File: src/design/ldke_pkg.sv
package ldke_pkg;

  // Configuration register widths and reset values.
  localparam int MinWeightW = 18;
  localparam int ThrW       = 8;
  localparam int CfgDataW   = 18;
  localparam int CfgIdxW    = 2;

  localparam logic [MinWeightW-1:0] MinWeightRst = 18'd2500;
  localparam logic [ThrW-1:0]       ThrRst       = 8'd77;

  // Configuration register indexes.
  typedef enum logic [CfgIdxW-1:0] {
    CFG_WEIGHT_FLOOR = 2'd0,
    CFG_X_THRESHOLD  = 2'd1,
    CFG_Y_THRESHOLD  = 2'd2
  } cfg_idx_e;

  // Held direction of one axis.
  typedef enum logic [1:0] {
    DIR_NEUTRAL = 2'd0,
    DIR_POS     = 2'd1,
    DIR_NEG     = 2'd2
  } dir_e;

  // Key codes carried on the result channel.
  typedef enum logic [1:0] {
    KEY_LEFT  = 2'd0,
    KEY_RIGHT = 2'd1,
    KEY_UP    = 2'd2,
    KEY_DOWN  = 2'd3
  } key_e;

  // Outcome of one axis for one sample.
  typedef struct packed {
    logic vld;
    key_e key;
    logic pressed;
    dir_e dir;
  } axis_res_t;

endpackage

File: src/design/ldke_sample_if.sv
interface ldke_sample_if #(
  parameter int LOAD_BITS = 16
);
  logic                 valid;
  logic                 ready;
  logic                 board_present;
  logic [LOAD_BITS-1:0] top_left_load;
  logic [LOAD_BITS-1:0] top_right_load;
  logic [LOAD_BITS-1:0] bottom_left_load;
  logic [LOAD_BITS-1:0] bottom_right_load;

  modport source (
    output valid, board_present, top_left_load, top_right_load,
           bottom_left_load, bottom_right_load,
    input  ready
  );

  modport sink (
    input  valid, board_present, top_left_load, top_right_load,
           bottom_left_load, bottom_right_load,
    output ready
  );
endinterface

File: src/design/ldke_key_if.sv
interface ldke_key_if;
  logic       valid;
  logic       ready;
  logic [1:0] key_code;
  logic       pressed;
  logic       last_event;

  modport source (
    output valid, key_code, pressed, last_event,
    input  ready
  );

  modport sink (
    input  valid, key_code, pressed, last_event,
    output ready
  );
endinterface

File: src/design/ldke_axis.sv
module ldke_axis import ldke_pkg::*; #(
  parameter int LOAD_BITS = 16
) (
  input  dir_e                 dir_i,
  input  logic                 heavy_i,
  input  logic [LOAD_BITS:0]   pair_i,
  input  logic [LOAD_BITS+1:0] total_i,
  input  logic [ThrW-1:0]      thr_i,
  input  key_e                 pos_key_i,
  input  key_e                 neg_key_i,
  output axis_res_t            res_o
);

  localparam int TotW  = LOAD_BITS + 2;
  localparam int LeanW = LOAD_BITS + 12;

  logic signed [LeanW-1:0] pair2_s;
  logic signed [LeanW-1:0] total_s;
  logic signed [LeanW-1:0] lean;
  logic signed [LeanW-1:0] lim;
  logic signed [LeanW-1:0] neg_lim;
  logic [ThrW+TotW-1:0]    prod;
  logic                    lean_pos;
  logic                    lean_neg;
  logic                    dead_zone;

  // Lean of the axis scaled by 256, and the threshold scaled by the total.
  always_comb begin
    pair2_s = LeanW'({pair_i, 1'b0});
    total_s = LeanW'(total_i);
    lean    = (pair2_s - total_s) <<< ThrW;
    prod    = thr_i * total_i;
    lim     = LeanW'(prod);
    neg_lim = -lim;
  end

  // A light sample counts as the dead zone so that a held key is released.
  assign lean_pos  = heavy_i && (lean > lim);
  assign lean_neg  = heavy_i && (lean < neg_lim);
  assign dead_zone = !heavy_i || ((lean > neg_lim) && (lean < lim));

  // Press on a new lean, release when the axis returns to the dead zone.
  always_comb begin
    res_o.vld     = 1'b0;
    res_o.key     = pos_key_i;
    res_o.pressed = 1'b0;
    res_o.dir     = dir_i;
    if (lean_pos && (dir_i != DIR_POS)) begin
      res_o.vld     = 1'b1;
      res_o.pressed = 1'b1;
      res_o.dir     = DIR_POS;
    end else if (lean_neg && (dir_i != DIR_NEG)) begin
      res_o.vld     = 1'b1;
      res_o.key     = neg_key_i;
      res_o.pressed = 1'b1;
      res_o.dir     = DIR_NEG;
    end else if (dead_zone) begin
      if (dir_i == DIR_POS) begin
        res_o.vld = 1'b1;
        res_o.dir = DIR_NEUTRAL;
      end else if (dir_i == DIR_NEG) begin
        res_o.vld = 1'b1;
        res_o.key = neg_key_i;
        res_o.dir = DIR_NEUTRAL;
      end
    end
  end

endmodule

File: src/design/lean_direction_key_events_core.sv
// Lean direction key events core.
// Samples of four corner load cells come in on sample_i; key press and
// release items leave on key_o, at most two per sample, the x axis first.
// The last item of a sample has last_event set. A sample with
// board_present low, or one that changes nothing, yields no item.
// Thresholds and the minimum weight are set through the write port
// (cfg_we_i, cfg_idx_i, cfg_data_i); the user writes them only while the
// block is idle, which the block itself does not enforce. A sample is
// taken into the input register; its items are decided from that register
// and written to the key queue when the register advances.
// One sample per cycle is taken while the queue has room for two items
// and each sample gives at most one; the two items of a sample leave one
// after the other on the single key_o port.
// The key queue holds four items. The input register moves on only while
// the queue has room for two, so a stalled receiver backs up into
// sample_i.ready without losing items.
// Reset clears both axes to neutral, empties the queue and loads the
// register defaults (minimum weight 2500, thresholds 77/256).
module lean_direction_key_events_core import ldke_pkg::*; #(
  parameter int LOAD_BITS = 16
) (
  input  logic                clk_i,
  input  logic                rst_ni,
  input  logic                cfg_we_i,
  input  logic [CfgIdxW-1:0]  cfg_idx_i,
  input  logic [CfgDataW-1:0] cfg_data_i,
  ldke_sample_if.sink         sample_i,
  ldke_key_if.source          key_o
);

  localparam int TotW     = LOAD_BITS + 2;
  localparam int PairW    = LOAD_BITS + 1;
  localparam int CmpW     = (TotW > MinWeightW) ? TotW : MinWeightW;
  localparam int EvqDepth = 4;
  localparam int EvqAw    = $clog2(EvqDepth);
  localparam int EvqCntW  = $clog2(EvqDepth + 1);

  typedef struct packed {
    key_e key_code;
    logic pressed;
    logic last_event;
  } key_item_t;

  // Configuration registers.
  logic [MinWeightW-1:0] weight_floor_q;
  logic [ThrW-1:0]       x_thr_q;
  logic [ThrW-1:0]       y_thr_q;

  // Input register.
  logic                 s1_vld_q;
  logic                 s1_present_q;
  logic [LOAD_BITS-1:0] s1_tl_q;
  logic [LOAD_BITS-1:0] s1_tr_q;
  logic [LOAD_BITS-1:0] s1_bl_q;
  logic [LOAD_BITS-1:0] s1_br_q;

  // Axis state.
  dir_e h_dir_q;
  dir_e v_dir_q;

  // Key queue.
  key_item_t          evq_q [EvqDepth];
  logic [EvqAw-1:0]   wr_ptr_q, wr_ptr_d;
  logic [EvqAw-1:0]   rd_ptr_q, rd_ptr_d;
  logic [EvqCntW-1:0] cnt_q, cnt_d;

  logic            sample_fire;
  logic            s1_fire;
  logic            s1_use;
  logic            pop;
  logic            heavy;
  logic [TotW-1:0] total;
  logic [PairW-1:0] pair_x;
  logic [PairW-1:0] pair_y;
  axis_res_t       x_res;
  axis_res_t       y_res;
  logic            ev_x_vld;
  logic            ev_y_vld;
  logic [1:0]      push_cnt;
  key_item_t       first_item;
  key_item_t       second_item;

  // Configuration writes.
  always_ff @(posedge clk_i or negedge rst_ni) begin
    if (!rst_ni) begin
      weight_floor_q <= MinWeightRst;
      x_thr_q        <= ThrRst;
      y_thr_q        <= ThrRst;
    end else if (cfg_we_i) begin
      unique case (cfg_idx_e'(cfg_idx_i))
        CFG_WEIGHT_FLOOR: weight_floor_q <= cfg_data_i[MinWeightW-1:0];
        CFG_X_THRESHOLD:  x_thr_q        <= cfg_data_i[ThrW-1:0];
        CFG_Y_THRESHOLD:  y_thr_q        <= cfg_data_i[ThrW-1:0];
        default: ;
      endcase
    end
  end

  // The input register advances while the queue has room for two items.
  assign s1_fire        = s1_vld_q && (cnt_q <= EvqCntW'(EvqDepth - 2));
  assign sample_i.ready = !s1_vld_q || s1_fire;
  assign sample_fire    = sample_i.valid && sample_i.ready;
  assign s1_use         = s1_fire && s1_present_q;

  always_ff @(posedge clk_i or negedge rst_ni) begin
    if (!rst_ni) begin
      s1_vld_q <= 1'b0;
    end else if (sample_i.ready) begin
      s1_vld_q <= sample_i.valid;
    end
  end

  always_ff @(posedge clk_i) begin
    if (sample_fire) begin
      s1_present_q <= sample_i.board_present;
      s1_tl_q      <= sample_i.top_left_load;
      s1_tr_q      <= sample_i.top_right_load;
      s1_bl_q      <= sample_i.bottom_left_load;
      s1_br_q      <= sample_i.bottom_right_load;
    end
  end

  // Total load, pair loads and the weight test.
  assign total  = TotW'(s1_tl_q) + TotW'(s1_tr_q) + TotW'(s1_bl_q) + TotW'(s1_br_q);
  assign pair_x = PairW'(s1_tr_q) + PairW'(s1_br_q);
  assign pair_y = PairW'(s1_tl_q) + PairW'(s1_tr_q);
  assign heavy  = CmpW'(total) > CmpW'(weight_floor_q);

  ldke_axis #(.LOAD_BITS(LOAD_BITS)) u_axis_x (
    .dir_i     (h_dir_q),
    .heavy_i   (heavy),
    .pair_i    (pair_x),
    .total_i   (total),
    .thr_i     (x_thr_q),
    .pos_key_i (KEY_RIGHT),
    .neg_key_i (KEY_LEFT),
    .res_o     (x_res)
  );

  ldke_axis #(.LOAD_BITS(LOAD_BITS)) u_axis_y (
    .dir_i     (v_dir_q),
    .heavy_i   (heavy),
    .pair_i    (pair_y),
    .total_i   (total),
    .thr_i     (y_thr_q),
    .pos_key_i (KEY_UP),
    .neg_key_i (KEY_DOWN),
    .res_o     (y_res)
  );

  assign ev_x_vld = s1_use && x_res.vld;
  assign ev_y_vld = s1_use && y_res.vld;

  // Direction state follows the axis decisions of each used sample.
  always_ff @(posedge clk_i or negedge rst_ni) begin
    if (!rst_ni) begin
      h_dir_q <= DIR_NEUTRAL;
      v_dir_q <= DIR_NEUTRAL;
    end else if (s1_use) begin
      h_dir_q <= x_res.dir;
      v_dir_q <= y_res.dir;
    end
  end

  // Items of one sample in order: x first, the last one flagged.
  always_comb begin
    first_item.key_code   = ev_x_vld ? x_res.key : y_res.key;
    first_item.pressed    = ev_x_vld ? x_res.pressed : y_res.pressed;
    first_item.last_event = !(ev_x_vld && ev_y_vld);
    second_item.key_code   = y_res.key;
    second_item.pressed    = y_res.pressed;
    second_item.last_event = 1'b1;
  end

  // Queue pointers and fill count.
  assign pop      = key_o.valid && key_o.ready;
  assign push_cnt = {1'b0, ev_x_vld} + {1'b0, ev_y_vld};

  always_comb begin
    wr_ptr_d = wr_ptr_q + EvqAw'(push_cnt);
    rd_ptr_d = rd_ptr_q + EvqAw'(pop);
    cnt_d    = cnt_q + EvqCntW'(push_cnt) - EvqCntW'(pop);
  end

  always_ff @(posedge clk_i or negedge rst_ni) begin
    if (!rst_ni) begin
      wr_ptr_q <= '0;
      rd_ptr_q <= '0;
      cnt_q    <= '0;
    end else begin
      wr_ptr_q <= wr_ptr_d;
      rd_ptr_q <= rd_ptr_d;
      cnt_q    <= cnt_d;
    end
  end

  always_ff @(posedge clk_i) begin
    if (ev_x_vld || ev_y_vld) begin
      evq_q[wr_ptr_q] <= first_item;
    end
    if (ev_x_vld && ev_y_vld) begin
      evq_q[wr_ptr_q + EvqAw'(1)] <= second_item;
    end
  end

  // Result channel.
  assign key_o.valid      = (cnt_q != '0);
  assign key_o.key_code   = evq_q[rd_ptr_q].key_code;
  assign key_o.pressed    = evq_q[rd_ptr_q].pressed;
  assign key_o.last_event = evq_q[rd_ptr_q].last_event;

`ifndef ASSERT_OFF
  // The queue never holds more items than it has entries.
  a_cnt_bound: assert property (@(posedge clk_i) disable iff (!rst_ni)
    cnt_q <= EvqCntW'(EvqDepth))
    else $error("key queue overflow");

  // A light sample only releases keys.
  a_light_release: assert property (@(posedge clk_i) disable iff (!rst_ni)
    (s1_use && !heavy) |-> !(ev_x_vld && x_res.pressed) && !(ev_y_vld && y_res.pressed))
    else $error("key press on a light sample");

  // A light sample leaves both axes neutral.
  a_light_neutral: assert property (@(posedge clk_i) disable iff (!rst_ni)
    (s1_use && !heavy) |=> (h_dir_q == DIR_NEUTRAL) && (v_dir_q == DIR_NEUTRAL))
    else $error("axis held after a light sample");

  // A release item is only produced for a held x key.
  a_release_held: assert property (@(posedge clk_i) disable iff (!rst_ni)
    (ev_x_vld && !x_res.pressed) |-> (h_dir_q != DIR_NEUTRAL))
    else $error("release without a held key");
`endif

endmodule
File: src/flat_wrapper.sv
// flat-port wrapper written by rule: the top's interface ports become plain ports
module lean_direction_key_events_core_flat import ldke_pkg::*;
#(
  parameter int LOAD_BITS = 16
)
  (clk_i, rst_ni, cfg_we_i, cfg_idx_i, cfg_data_i, sample_i_valid, sample_i_board_present, sample_i_top_left_load, sample_i_top_right_load, sample_i_bottom_left_load, sample_i_bottom_right_load, sample_i_ready, key_o_valid, key_o_key_code, key_o_pressed, key_o_last_event, key_o_ready);
  ldke_sample_if #(.LOAD_BITS(LOAD_BITS)) sample_i_i ();
  ldke_key_if key_o_i ();
  input  logic clk_i;
  input  logic rst_ni;
  input  logic cfg_we_i;
  input  logic [CfgIdxW-1:0] cfg_idx_i;
  input  logic [CfgDataW-1:0] cfg_data_i;
  input wire logic [$bits(sample_i_i.valid)-1:0] sample_i_valid;
  input wire logic [$bits(sample_i_i.board_present)-1:0] sample_i_board_present;
  input wire logic [$bits(sample_i_i.top_left_load)-1:0] sample_i_top_left_load;
  input wire logic [$bits(sample_i_i.top_right_load)-1:0] sample_i_top_right_load;
  input wire logic [$bits(sample_i_i.bottom_left_load)-1:0] sample_i_bottom_left_load;
  input wire logic [$bits(sample_i_i.bottom_right_load)-1:0] sample_i_bottom_right_load;
  output wire logic [$bits(sample_i_i.ready)-1:0] sample_i_ready;
  output wire logic [$bits(key_o_i.valid)-1:0] key_o_valid;
  output wire logic [$bits(key_o_i.key_code)-1:0] key_o_key_code;
  output wire logic [$bits(key_o_i.pressed)-1:0] key_o_pressed;
  output wire logic [$bits(key_o_i.last_event)-1:0] key_o_last_event;
  input wire logic [$bits(key_o_i.ready)-1:0] key_o_ready;
  assign sample_i_i.valid = sample_i_valid;
  assign sample_i_i.board_present = sample_i_board_present;
  assign sample_i_i.top_left_load = sample_i_top_left_load;
  assign sample_i_i.top_right_load = sample_i_top_right_load;
  assign sample_i_i.bottom_left_load = sample_i_bottom_left_load;
  assign sample_i_i.bottom_right_load = sample_i_bottom_right_load;
  assign sample_i_ready = sample_i_i.ready;
  assign key_o_valid = key_o_i.valid;
  assign key_o_key_code = key_o_i.key_code;
  assign key_o_pressed = key_o_i.pressed;
  assign key_o_last_event = key_o_i.last_event;
  assign key_o_i.ready = key_o_ready;
  lean_direction_key_events_core #(.LOAD_BITS(LOAD_BITS)) u_core (.clk_i(clk_i), .rst_ni(rst_ni), .cfg_we_i(cfg_we_i), .cfg_idx_i(cfg_idx_i), .cfg_data_i(cfg_data_i), .sample_i(sample_i_i), .key_o(key_o_i));
endmodule
File: config.mk
export PLATFORM = sky130hd
export DESIGN_NAME = lean_direction_key_events_core_flat
export DESIGN_NICKNAME = d
export VERILOG_FILES = /design/src/design/ldke_pkg.sv /design/src/design/ldke_sample_if.sv /design/src/design/ldke_key_if.sv /design/src/design/ldke_axis.sv /design/src/design/lean_direction_key_events_core.sv /design/src/flat_wrapper.sv
export SDC_FILE = /design/constraint.sdc
export NUM_CORES = 1
export LEC_CHECK = 0
export BUFFER_PORTS_ARGS = -buffer_cell sky130_fd_sc_hd__buf_2
export CAP_MARGIN = 30
export CORE_MARGIN = 8
export CORE_UTILIZATION = 45
export DETAILED_ROUTE_END_ITERATION = 8
export GPL_TIMING_DRIVEN = 0
export SLEW_MARGIN = 20
export SYNTH_ARGS = -nofsm -noshare
export SYNTH_HDL_FRONTEND = slang
export SYNTH_HIERARCHICAL = 1
export SYNTH_SLANG_ARGS = --single-unit
File: constraint.sdc
create_clock -name clk_i -period 12.6 [get_ports clk_i]
set_input_delay 0.63 -clock clk_i [delete_from_list [all_inputs] [get_ports clk_i]]
set_output_delay 0.63 -clock clk_i [all_outputs]
set_load 0.01 [all_outputs]
==> results.txt, run 1 <==
Summing the areas of all compound-gate instances in the mapped netlist gives 14.8% of the synthesized area. The worst path uses 96.0% of the clock period. The die covers 56200 um^2. The post-synthesis share of cell area spent on full adders, half adders and majority gates is 36.8%. For this design, the sink count on the clock tree is 127. The logs give 3197 for the placed instance count and 16.2% for the proportion of synthesized chip area in sequential cells. The slowest stage of the critical path is the sky130_fd_sc_hd__fa_1 cell.

The total overflow left after global routing is 0. The final-stage net count came out at 3229. Data arrives at the worst endpoint at 12.45 ns.

Entering global routing, the biggest net connects 49 pins. The fraction of synthesized cell area in xor and xnor cells is 5.13%, and the share of synthesized flip-flops with an asynchronous set or reset is 36.2%. TritonCTS built the clock tree. The flow ran to the end, and the final reports show no timing, DRC or antenna violations.

Die outline height: 237 um. The stage delay of the slowest cell on the critical path is 0.59 ns. In this run the worst hold path is classified as in2async.

The classification of the worst setup path is reg2reg. The beginning of the critical path was u_core/s1_tl_q[2]$_DFFE_PP_. The maximum clock skew at final layout was 0.0223 ns; the average footprint of a synthesized cell was 8.96 um^2. After detailed routing, the average wire length per cell comes to 18.4 um. At the later pin of the worst-skew pair, clock insertion delay measures 0.47 ns. The number of design rule violations left after detail routing was 0.

Based on the critical path, the design can be clocked at up to 82.7 MHz. The cell occurring most often along the worst timing path was sky130_fd_sc_hd__inv_1. The total routing usage reported by global routing is 21.7%, and the H-tree depth is 4. Wires add up to 60000 um. Slew at the pin closest to its max-slew limit: 0.849 ns. The worst setup path is launched from a register. The most used flip-flop cell after synthesis is sky130_fd_sc_hd__edfxtp_1. Most frequent standard cell in the layout excluding fill and tap cells: sky130_fd_sc_hd__inv_1. In this run the tool buffered the top-level ports with 95 buffer cells. Final-report hold violation count: 0. Root buffer cell: sky130_fd_sc_hd__clkbuf_16.

The multi-input combinational cells in the finished layout cover a total of 17300 um^2. After synthesis, the largest area contributor takes up 20.8% of total cell area. The register clock-pin slew on the reported worst setup and hold paths works out to 0.06 ns. For the antenna violation net count after detailed routing, the log shows 0. The floorplan has 81 rows. For this run, the number of Yosys warnings is 6.

The number of different library cells used by synthesis comes to 97. The portion of netlist area occupied by mux cells came out at 2.07%. The sequential cells in the finished layout cover a total of 3560 um^2.

Summed over all nets, the half-perimeter wirelength after detailed placement is 48500 um. The tools report the core region area as 48600 um^2. The x dimension of the die was 237 um; the post-synthesis sequential element count was 127.

In the layout the commonest cells are sky130_fd_sc_hd__inv_1, sky130_fd_sc_hd__ha_1, sky130_fd_sc_hd__fa_1, sky130_fd_sc_hd__and2_1, sky130_fd_sc_hd__nand2_1. The number of top-level pins is 96, and the number of setup violations in the final report is 0. First-pass GRT wire length: 97900 um.

For the headroom to the max-slew limit, the log shows 43.4%. The cell area that synthesis handed to floorplanning was 22000 um^2. The worst setup path is captured at a register. In this run the critical register-to-register path is launched from u_core/s1_tl_q[2]$_DFFE_PP_. Across the run, the number of max-cap violations was 0. Fill cells in the final layout number 4580. The largest area contributor in the synthesized netlist was sky130_fd_sc_hd__fa_1. Maximum fanout encountered on the critical timing path: 11. The number of antenna violations at the first check in global routing is 3, and the cell count after synthesis is 2457. From synthesis to final layout, the design area changed by 13.7%.

The max-slew violation count was 0; the hold-fix buffer count after cts was 0. Cells with a size suffix above 1 make up 13.7% of the layout. For the clock tree buffer depth, the log shows 2.

After synthesis, the largest family of logic cells by area is adder cells. The via count is 17819. The number of buffers created by CTS was 17. The smallest clock period supported by the final layout is computed as 12.09 ns. The finished layout holds 3266 standard cells, fillers aside. The congestion estimate from routability-driven global placement came to 0.914. The first detailed-routing pass ran for 6 iterations. Using the TritonRoute via totals, the vias-per-cell ratio works out to 5.46. The finished cells cover 25000 um^2.

The run gives 18246 as the via count of the first global-routing pass. Of the total synthesized cell area, the portion taken by AND, OR, NAND and NOR gates is 17.0%. For this block, the initial DRC count from the detailed router was 846. By area the synthesized netlist is led by sky130_fd_sc_hd__fa_1, sky130_fd_sc_hd__ha_1, sky130_fd_sc_hd__edfxtp_1, sky130_fd_sc_hd__inv_1, sky130_fd_sc_hd__and2_1.

The initial utilization of the core area, before any placement, comes to 45.2%. The placement-stage cell area came out at 23600 um^2. The count of flip-flops with a built-in enable after synthesis was 77; the required time of the critical path was 12.96 ns.
-- final timing paths --
path | to | slack [ns] | cells after the start
worst min register to register | u_core/cnt_q[2]$_DFF_PN0_ | 0.51 | 1
worst max register to register | u_core/cnt_q[2]$_DFF_PN0_ | 0.51 | 50
max in group asynchronous | u_core/x_thr_q[4]$_DFFE_PN0P_ | 11.90 | 1
worst min-delay path | u_core/rd_ptr_q[0]$_DFF_PN0_ | 0.16 | 1
worst max-delay path | u_core/cnt_q[2]$_DFF_PN0_ | 0.51 | 50
min in group clk_i | u_core/s1_tr_q[9]$_DFFE_PP_ | 0.34 | 1
-- synth_stat cells, types with 26 or more instances --
library cell	instances
sky130_fd_sc_hd__and2_1	220
sky130_fd_sc_hd__dfrtp_1	33
sky130_fd_sc_hd__mux2_2	26
sky130_fd_sc_hd__a21o_1	74
sky130_fd_sc_hd__xor2_1	32
sky130_fd_sc_hd__edfxtp_1	77
sky130_fd_sc_hd__nand2_1	201
sky130_fd_sc_hd__xnor2_1	97
sky130_fd_sc_hd__nand3_1	39
sky130_fd_sc_hd__a21oi_1	136
sky130_fd_sc_hd__fa_1	229
sky130_fd_sc_hd__inv_1	422
sky130_fd_sc_hd__o21ai_0	87
sky130_fd_sc_hd__ha_1	280
sky130_fd_sc_hd__nor2_1	79
sky130_fd_sc_hd__clkbuf_1	35
-- critical path: cells and delay by family, from the launching register on --
family	cells	cell delay, ns
adder cells (fa/ha/maj)	13	5.06
AO/OA/AOI/OAI	12	2.53
AND/OR/NAND/NOR	9	2.26
buffers and inverters	12	1.12
XOR/XNOR	3	0.46
flip-flops	1	0.41
multiplexers	1	0.12
-- per-layer routing --
layer / global-route usage, % / wire, um / up-vias
li1: - / - / 8579
met1: 28.8 / 27400 / 8720
met2: 36.4 / 28400 / 439
met3: 3.66 / 2780 / 81
met4: 6.14 / 1380 / 0
met5: 0 / 0 / -
-- final cells by class --
cell class | instances | area share, %
antenna | 1 | 0.0100
buffer | 40 | 0.770
clock buffer | 17 | 1.70
clock inverter | 15 | 0.605
inverter | 423 | 6.36
multi-input combinational | 1872 | 69.1
sequential | 127 | 14.2
tap | 622 | 3.11
timing repair buffer | 149 | 4.09
-- metrics by stage --
stage	TNS (ns)	hold WS [ns]	utilization, %	worst slack, ns
2_1_floorplan	0	0.334	-	0.897
3_3_place_gp	-56.64	0.482	47.9	-2.39
3_5_place_dp	-25.10	0.495	48.6	-1.46
4_1_cts	0	0.172	50.5	0.00448
5_1_grt	-0.0845	0.210	51.4	-0.0845
6_report	0	0.159	51.4	0.509
-- sequential cells by signal (all words and copies together), names as in the netlist, 8 cells and up --
name	cells
u_core/weight_floor_q	18
u_core/evq_q	16
u_core/s1_bl_q	16
u_core/s1_br_q	16
u_core/s1_tl_q	16
u_core/s1_tr_q	16
u_core/x_thr_q	8
u_core/y_thr_q	8
-- cell families after synthesis --
kind of cell | count (synthesis)
AO/OA/AOI/OAI | 486
adder cells (fa/ha/maj) | 510
other | 2
multiplexers | 37
AND/OR/NAND/NOR | 702
flip-flops | 127
XOR/XNOR | 129
buffers and inverters | 464
-- timing repair --
item | in CTS | in global routing
pin swaps | 8 | 24
endpoints found under the setup margin | 33 | 31
setup buffers | 13 | 24
gates resized for setup | 48 | 67
Power of run 1 is left out: the tool's default activity adds up to more than one toggle a clock period on the data nets, which glitch-free logic cannot reach.
==> run 2: changes to the inputs <==
--- a/config.mk
+++ b/config.mk
@@ -7,10 +7,13 @@
 export LEC_CHECK = 0
 export BUFFER_PORTS_ARGS = -buffer_cell sky130_fd_sc_hd__buf_2
 export CAP_MARGIN = 30
+export CELL_PAD_IN_SITES_DETAIL_PLACEMENT = 1
+export CELL_PAD_IN_SITES_GLOBAL_PLACEMENT = 1
 export CORE_MARGIN = 8
 export CORE_UTILIZATION = 45
 export DETAILED_ROUTE_END_ITERATION = 8
 export GPL_TIMING_DRIVEN = 0
+export PLACE_DENSITY_LB_ADDON = 0.1
 export SLEW_MARGIN = 20
 export SYNTH_ARGS = -nofsm -noshare
 export SYNTH_HDL_FRONTEND = slang
==> results.txt, run 2 (same netlist as run 1, synthesis figures left out) <==
The tools report the critical path startpoint category as a register. At the end of the flow the core is filled with cells to 52.8%. The via density per instance was 5.63; the DRC marker count from the first detailed-route iteration was 830. The tools report the timing-limited maximum frequency as 80.2 MHz. The launch instance of the worst register-to-register path was u_core/s1_tr_q[3]$_DFFE_PP_. The library cell used most frequently in the layout, excluding fill and tap cells, is sky130_fd_sc_hd__inv_1. After clock tree synthesis, the clock-pin slew on the worst setup and hold paths is 0.06 ns.

The relative area change from synthesis to final layout is 16.8%, and the detailed-router iteration count before antenna repair is 5. The initial utilization of the core area, before any placement, comes to 45.2%. The layout cell share with drive strength beyond 1 was 16.7%; the number of standard-cell rows in the floorplan was 81.

In this run the vertical extent of the chip is 237 um. The number of flip-flops in the largest register works out to 18. Number of antenna violations at the first check in global routing: 2.

Classification of the worst setup path: reg2reg. The total inserted antenna cells is 0, and the max-capacitance violation count is 0. At the end of routability-driven placement, the weighted congestion stood at 0.855. The number of cells on the worst reg-to-reg path was 51. The tools report the total routing usage reported by global routing as 24.4%.

Leaving out fill and tap cells, the most frequent cells in the layout are sky130_fd_sc_hd__inv_1, sky130_fd_sc_hd__ha_1, sky130_fd_sc_hd__fa_1, sky130_fd_sc_hd__and2_1, sky130_fd_sc_hd__nand2_1. Slew at the pin closest to its max-slew limit: 0.756 ns. The final route contains 18638 vias.

Clock latency on the worst-skew pair, taken at its later pin, is 0.46 ns. The core region is 48600 um^2. The floorplan step defined a die boundary enclosing 56200 um^2. On the worst path, the slowest cell contributes a delay of 0.57 ns. Once detailed placement completed, the half-perimeter wirelength came to 54300 um.

Antenna violation net count after detailed routing: 0. The tools report the max-slew violation count as 0. In this run the count of I/O pins placed on the die edge is 96.

The logs give 127 for the CTS sink count and 110000 um for the first-pass GRT wire length. STA classifies the critical path endpoint as a register. For the worst setup path, the data arrival time is 12.82 ns.

The post-layout instance area was 25700 um^2. The worst hold path belongs to the class in2async. For flop-to-flop paths, the worst setup slack is 0.12 ns. The number of buffers created by CTS was 17; the H-tree depth was 4. The run finished with clean final reports. The clock arrives with 0.0119 ns of skew.

Setup violations remaining at the end of the flow were counted as 0. The routed design has 70100 um of wire. Critical-path cell with the highest stage delay: sky130_fd_sc_hd__fa_1.

The final critical path time including I/O delays and setup is 12.48 ns. The logs give 49.6% for the headroom to the max-slew limit and 20412 for the via count of the first global-routing pass. Root buffer cell: sky130_fd_sc_hd__clkbuf_16. The worst register-to-register path ends at u_core/cnt_q[2]$_DFF_PN0_. Summed over all layers, the global routing overflow is 0. The final-stage net count is 3277. The required time of the critical path is 12.95 ns, and the maximum number of pins on one net before global-route repair is 57. After detailed placement, the total cell area comes to 23600 um^2.

The run gives 0 as the number of design rule violations left after detail routing. The number of I/O port buffers came out at 95. In the final routed layout, each cell accounts on average for 21.2 um. Among the stages of the critical path, the cell type that occurs most often is sky130_fd_sc_hd__fa_1. For the final-report hold violation count, the log shows 0.

Placed instance count: 3198. Ranked by flip-flop count, first place goes to u_core/weight_floor_q. The finished layout holds 3313 standard cells, fillers aside. Counting along the longest clock path gives a buffer depth of 2. Along the worst path, the maximum fanout reaches 10. From left edge to right edge, the die measures 237 um. Of the available clock period, the critical path in the final layout requires 99.0%.

TritonCTS built the clock tree.
## run 2: worst max-delay path: cells and delay by family (launching register included)
kind                     cells  cell delay, ns
AND/OR/NAND/NOR             10            2.24
adder cells (fa/ha/maj)     12            5.04
flip-flops                   1            0.48
AO/OA/AOI/OAI               11            2.21
buffers and inverters       13            1.64
XOR/XNOR                     5            0.73
## run 2: layout make-up
class	instances	area, um^2
Inverter	423	1600
Multi-Input combinational cell	1872	17600
Timing Repair Buffer	198	1400
Sequential cell	127	3560
Fill cell	5601	23000
Clock inverter	14	130
Buffer	39	196
Clock buffer	18	429
Tap cell	622	778
## run 2: timing repair
item                                    in CTS  in global routing
cloned                                       0                  2
pin swaps                                   13                 46
hold buffers                                 0                  0
gates resized for setup                     53                121
endpoints found under the setup margin      33                 30
setup buffers                               28                 55
## run 2: metal layers
| metal | part of all wire [%] | track usage (%) | vias up |
|---|---|---|---|
| met5 | 0 | 0 | - |
| met4 | 2.7 | 7.15 | 0 |
| met3 | 3.9 | 2.96 | 90 |
| met2 | 49 | 42.5 | 392 |
| met1 | 44 | 31.4 | 9502 |
| li1 | - | - | 8654 |
## run 2: metrics by stage
stage	hold slack, ns	worst slack (ns)	TNS (ns)
6_report	0.229	0.124	0
5_1_grt	0.255	-0.234	-1.67
4_1_cts	0.225	0.00402	0
3_5_place_dp	0.487	-1.95	-38.10
3_3_place_gp	0.479	-2.65	-64.26
2_1_floorplan	0.334	0.897	0
## run 2: worst max path at each step
stage / end / from / cells past startpoint
global route: u_core/cnt_q[2]$_DFF_PN0_ / u_core/s1_tr_q[3]$_DFFE_PP_ / 51
finish: u_core/cnt_q[2]$_DFF_PN0_ / u_core/s1_tr_q[3]$_DFFE_PP_ / 51
detailed placement: u_core/cnt_q[2]$_DFF_PN0_ / u_core/s1_tr_q[1]$_DFFE_PP_ / 48
CTS: u_core/cnt_q[2]$_DFF_PN0_ / u_core/s1_tr_q[1]$_DFFE_PP_ / 52
floorplan: u_core/cnt_q[2]$_DFF_PN0_ / u_core/s1_tr_q[1]$_DFFE_PP_ / 49
global placement: u_core/cnt_q[2]$_DFF_PN0_ / u_core/s1_tr_q[1]$_DFFE_PP_ / 47
Power of run 2 is left out for the same reason.
==> run 3: changes to the inputs <==
--- a/config.mk
+++ b/config.mk
@@ -13,7 +13,8 @@
 export CORE_UTILIZATION = 45
 export DETAILED_ROUTE_END_ITERATION = 8
 export GPL_TIMING_DRIVEN = 0
-export PLACE_DENSITY_LB_ADDON = 0.1
+export PLACE_DENSITY_LB_ADDON = 0.08
+export SKIP_CTS_REPAIR_TIMING = 1
 export SLEW_MARGIN = 20
 export SYNTH_ARGS = -nofsm -noshare
 export SYNTH_HDL_FRONTEND = slang
==> constraint.sdc (replaced) <==
create_clock -name clk_i -period 10.8 [get_ports clk_i]
set_input_delay 0.54 -clock clk_i [delete_from_list [all_inputs] [get_ports clk_i]]
set_output_delay 0.54 -clock clk_i [all_outputs]
set_load 0.01 [all_outputs]
==> results.txt, run 3 (same netlist as run 1, synthesis figures left out) <==
The run finished, with violations left. The final reports fail on setup timing. The number of design rule violations left after detail routing was 0. In this run the worst hold path is classified as in2async. Buffers inserted during clock tree synthesis total 17. The critical path contains buffers and inverters numbering 13 combined. The number of antenna violations at the first check in global routing is 4, and the H-tree depth is 4. Clock skew on the completed layout was measured at 0.0179 ns. Max-slew violation count: 0. In this run the critical register-to-register path is captured at u_core/cnt_q[2]$_DFF_PN0_. Following the worst setup path forward leads to its endpoint at u_core/cnt_q[2]$_DFF_PN0_. The worst setup path is captured at a register. The run gives -2.49 ns as the worst setup timing slack at the placement stage.

Pin placement for this block handled 96 I/O pins. Setup total negative slack on the finished layout was measured at -19.38 ns. The logs give -0.97 ns for the worst-case register-to-register setup slack and 6 for the detailed-router iteration count before antenna repair. The die footprint was 56200 um^2; the x dimension of the die was 237 um. The clock latency at the later pin of the worst-skew pair was 0.47 ns; the logic depth of the worst setup path including buffers was 51. Of the cells placed in the final design, the portion with a size suffix greater than 1 is 22.7%. The first-pass GRT wire length came out at 107000 um. In the final design database the tool counted 3345 nets. Launch instance of the worst register-to-register path: u_core/s1_tr_q[1]$_DFFE_PP_.

After clock tree synthesis, the clock-pin slew on the worst setup and hold paths is 0.07 ns. STA puts the critical path data required time at 11.16 ns. The area growth from synthesis to layout is 22.7%. TritonCTS built the clock tree. The stage delay of the slowest cell on the critical path is 0.57 ns, and the final-report hold violation count is 0. Most frequent standard cell in the layout excluding fill and tap cells: sky130_fd_sc_hd__inv_1. The clock passes through at most 2 buffers. The final routed wirelength across all metal layers was 70000 um. The DRC marker count from the first detailed-route iteration is 755, and the wire length per cell after detailed routing is 20.7 um.

The logs give 0 for the max-capacitance violation count and 85.0 MHz for the timing-limited maximum frequency. The register with the most flip-flops in the final layout is u_core/weight_floor_q. The critical path is of the reg2reg type.

The critical path startpoint category is a register. Grouping stages by cell kind, the critical path spends the most delay in adder cells. The run gives 19824 as the via count of the first global-routing pass. Measured against its own limit, the worst slew margin works out to 39.7%. After filler insertion, the fill cell instance count of the layout stands at 5542.

Dividing the detail-routed via count by the number of cells gives 5.54. At the end of routability-driven placement, the weighted congestion stood at 0.841. Root buffer cell: sky130_fd_sc_hd__clkbuf_16. The number of I/O port buffers is 95. The detail route stage leaves a number of antenna-violating nets equal to 0. Once the floorplan was initialized, standard cells occupied 45.2% of the core.

The run gives 57 as the maximum number of pins on one net before global-route repair. The number of cells on the worst reg-to-reg path is 51, and the residual overflow from global routing is 0. For the half-perimeter wire length of the detailed placement result, the log shows 53800 um.

The arrival time at the worst endpoint is 12.13 ns, and the via count is 18728. The number of setup violations in the final report was 33; the die outline height was 237 um. Global routing used 23.9% of the available tracks. Setup repair after global routing could not meet its margin everywhere.

The worst slack on hold paths was 0.135 ns. The core region is 48600 um^2. The slew at the pin closest to its max-slew limit is 0.901 ns. Of all nets on the critical path, the largest fanout is 7. The setup slack after layout is -0.971 ns, and the final critical path time including I/O delays and setup is 11.77 ns. The tools report the beginning of the critical path as u_core/s1_tr_q[1]$_DFFE_PP_. The worst path uses 109% of the clock period. The floorplan has 81 rows.

The run gives 127 as the CTS sink count. The register with the most flip-flops in the layout has 18 of them. Critical-path cell with the highest stage delay: sky130_fd_sc_hd__fa_1. Leaving out fill and tap cells, the most frequent cells in the layout are sky130_fd_sc_hd__inv_1, sky130_fd_sc_hd__ha_1, sky130_fd_sc_hd__fa_1, sky130_fd_sc_hd__and2_1, sky130_fd_sc_hd__nand2_1.
## run 3: area by class of cell
type / instances / area, um^2 / area share (%)
clock buffers: 18 / 429 / 1.59
multi-input cells: 1872 / 18200 / 67.5
flip-flops and latches: 127 / 3560 / 13.2
inverters: 423 / 1600 / 5.92
clock inverters: 14 / 173 / 0.640
diodes: 2 / 5.00 / 0.0185
well taps: 622 / 778 / 2.88
repair buffers: 268 / 2020 / 7.49
plain buffers: 37 / 198 / 0.732
## run 3: worst min-delay path by stage
stage	start	end
floorplan	rst_ni	u_core/cnt_q[0]$_DFF_PN0_
global placement	u_core/cnt_q[2]$_DFF_PN0_	u_core/cnt_q[2]$_DFF_PN0_
detailed placement	u_core/cnt_q[2]$_DFF_PN0_	u_core/cnt_q[2]$_DFF_PN0_
CTS	rst_ni	u_core/weight_floor_q[5]$_DFFE_PN0P_
global route	rst_ni	u_core/y_thr_q[5]$_DFFE_PN0P_
finish	rst_ni	u_core/y_thr_q[4]$_DFFE_PN0P_
## run 3: layer usage
layer | vias up | share of wire (%) | wire length (um) | global-route usage (%)
li1 | 8802 | - | - | -
met2 | 316 | 51 | 35500 | 41.1
met1 | 9525 | 44 | 30800 | 30.5
met3 | 85 | 3.1 | 2180 | 3.30
met5 | - | 0 | 0 | 0
met4 | 0 | 2.3 | 1580 | 8.28
## run 3: worst reg2reg max path: cells and delay by family (launching register included)
kind | cells | cell delay (ns)
compound gates | 10 | 1.92
fa+ha+maj | 13 | 4.75
mux | 1 | 0.32
flops | 1 | 0.51
buf+inv | 13 | 1.47
simple gates | 9 | 2.01
xor+xnor | 5 | 0.66
## run 3: per-stage QoR
step           cells  utilization (%)  area [um^2]
5_1_grt         3381             55.5        27000
2_1_floorplan   2463                -        22400
6_report        3383             55.5        27000
3_3_place_gp    3180             48.7        23700
3_5_place_dp    3187             49.0        23900
4_1_cts         3219             50.3        24500
Power of run 3 is left out for the same reason.
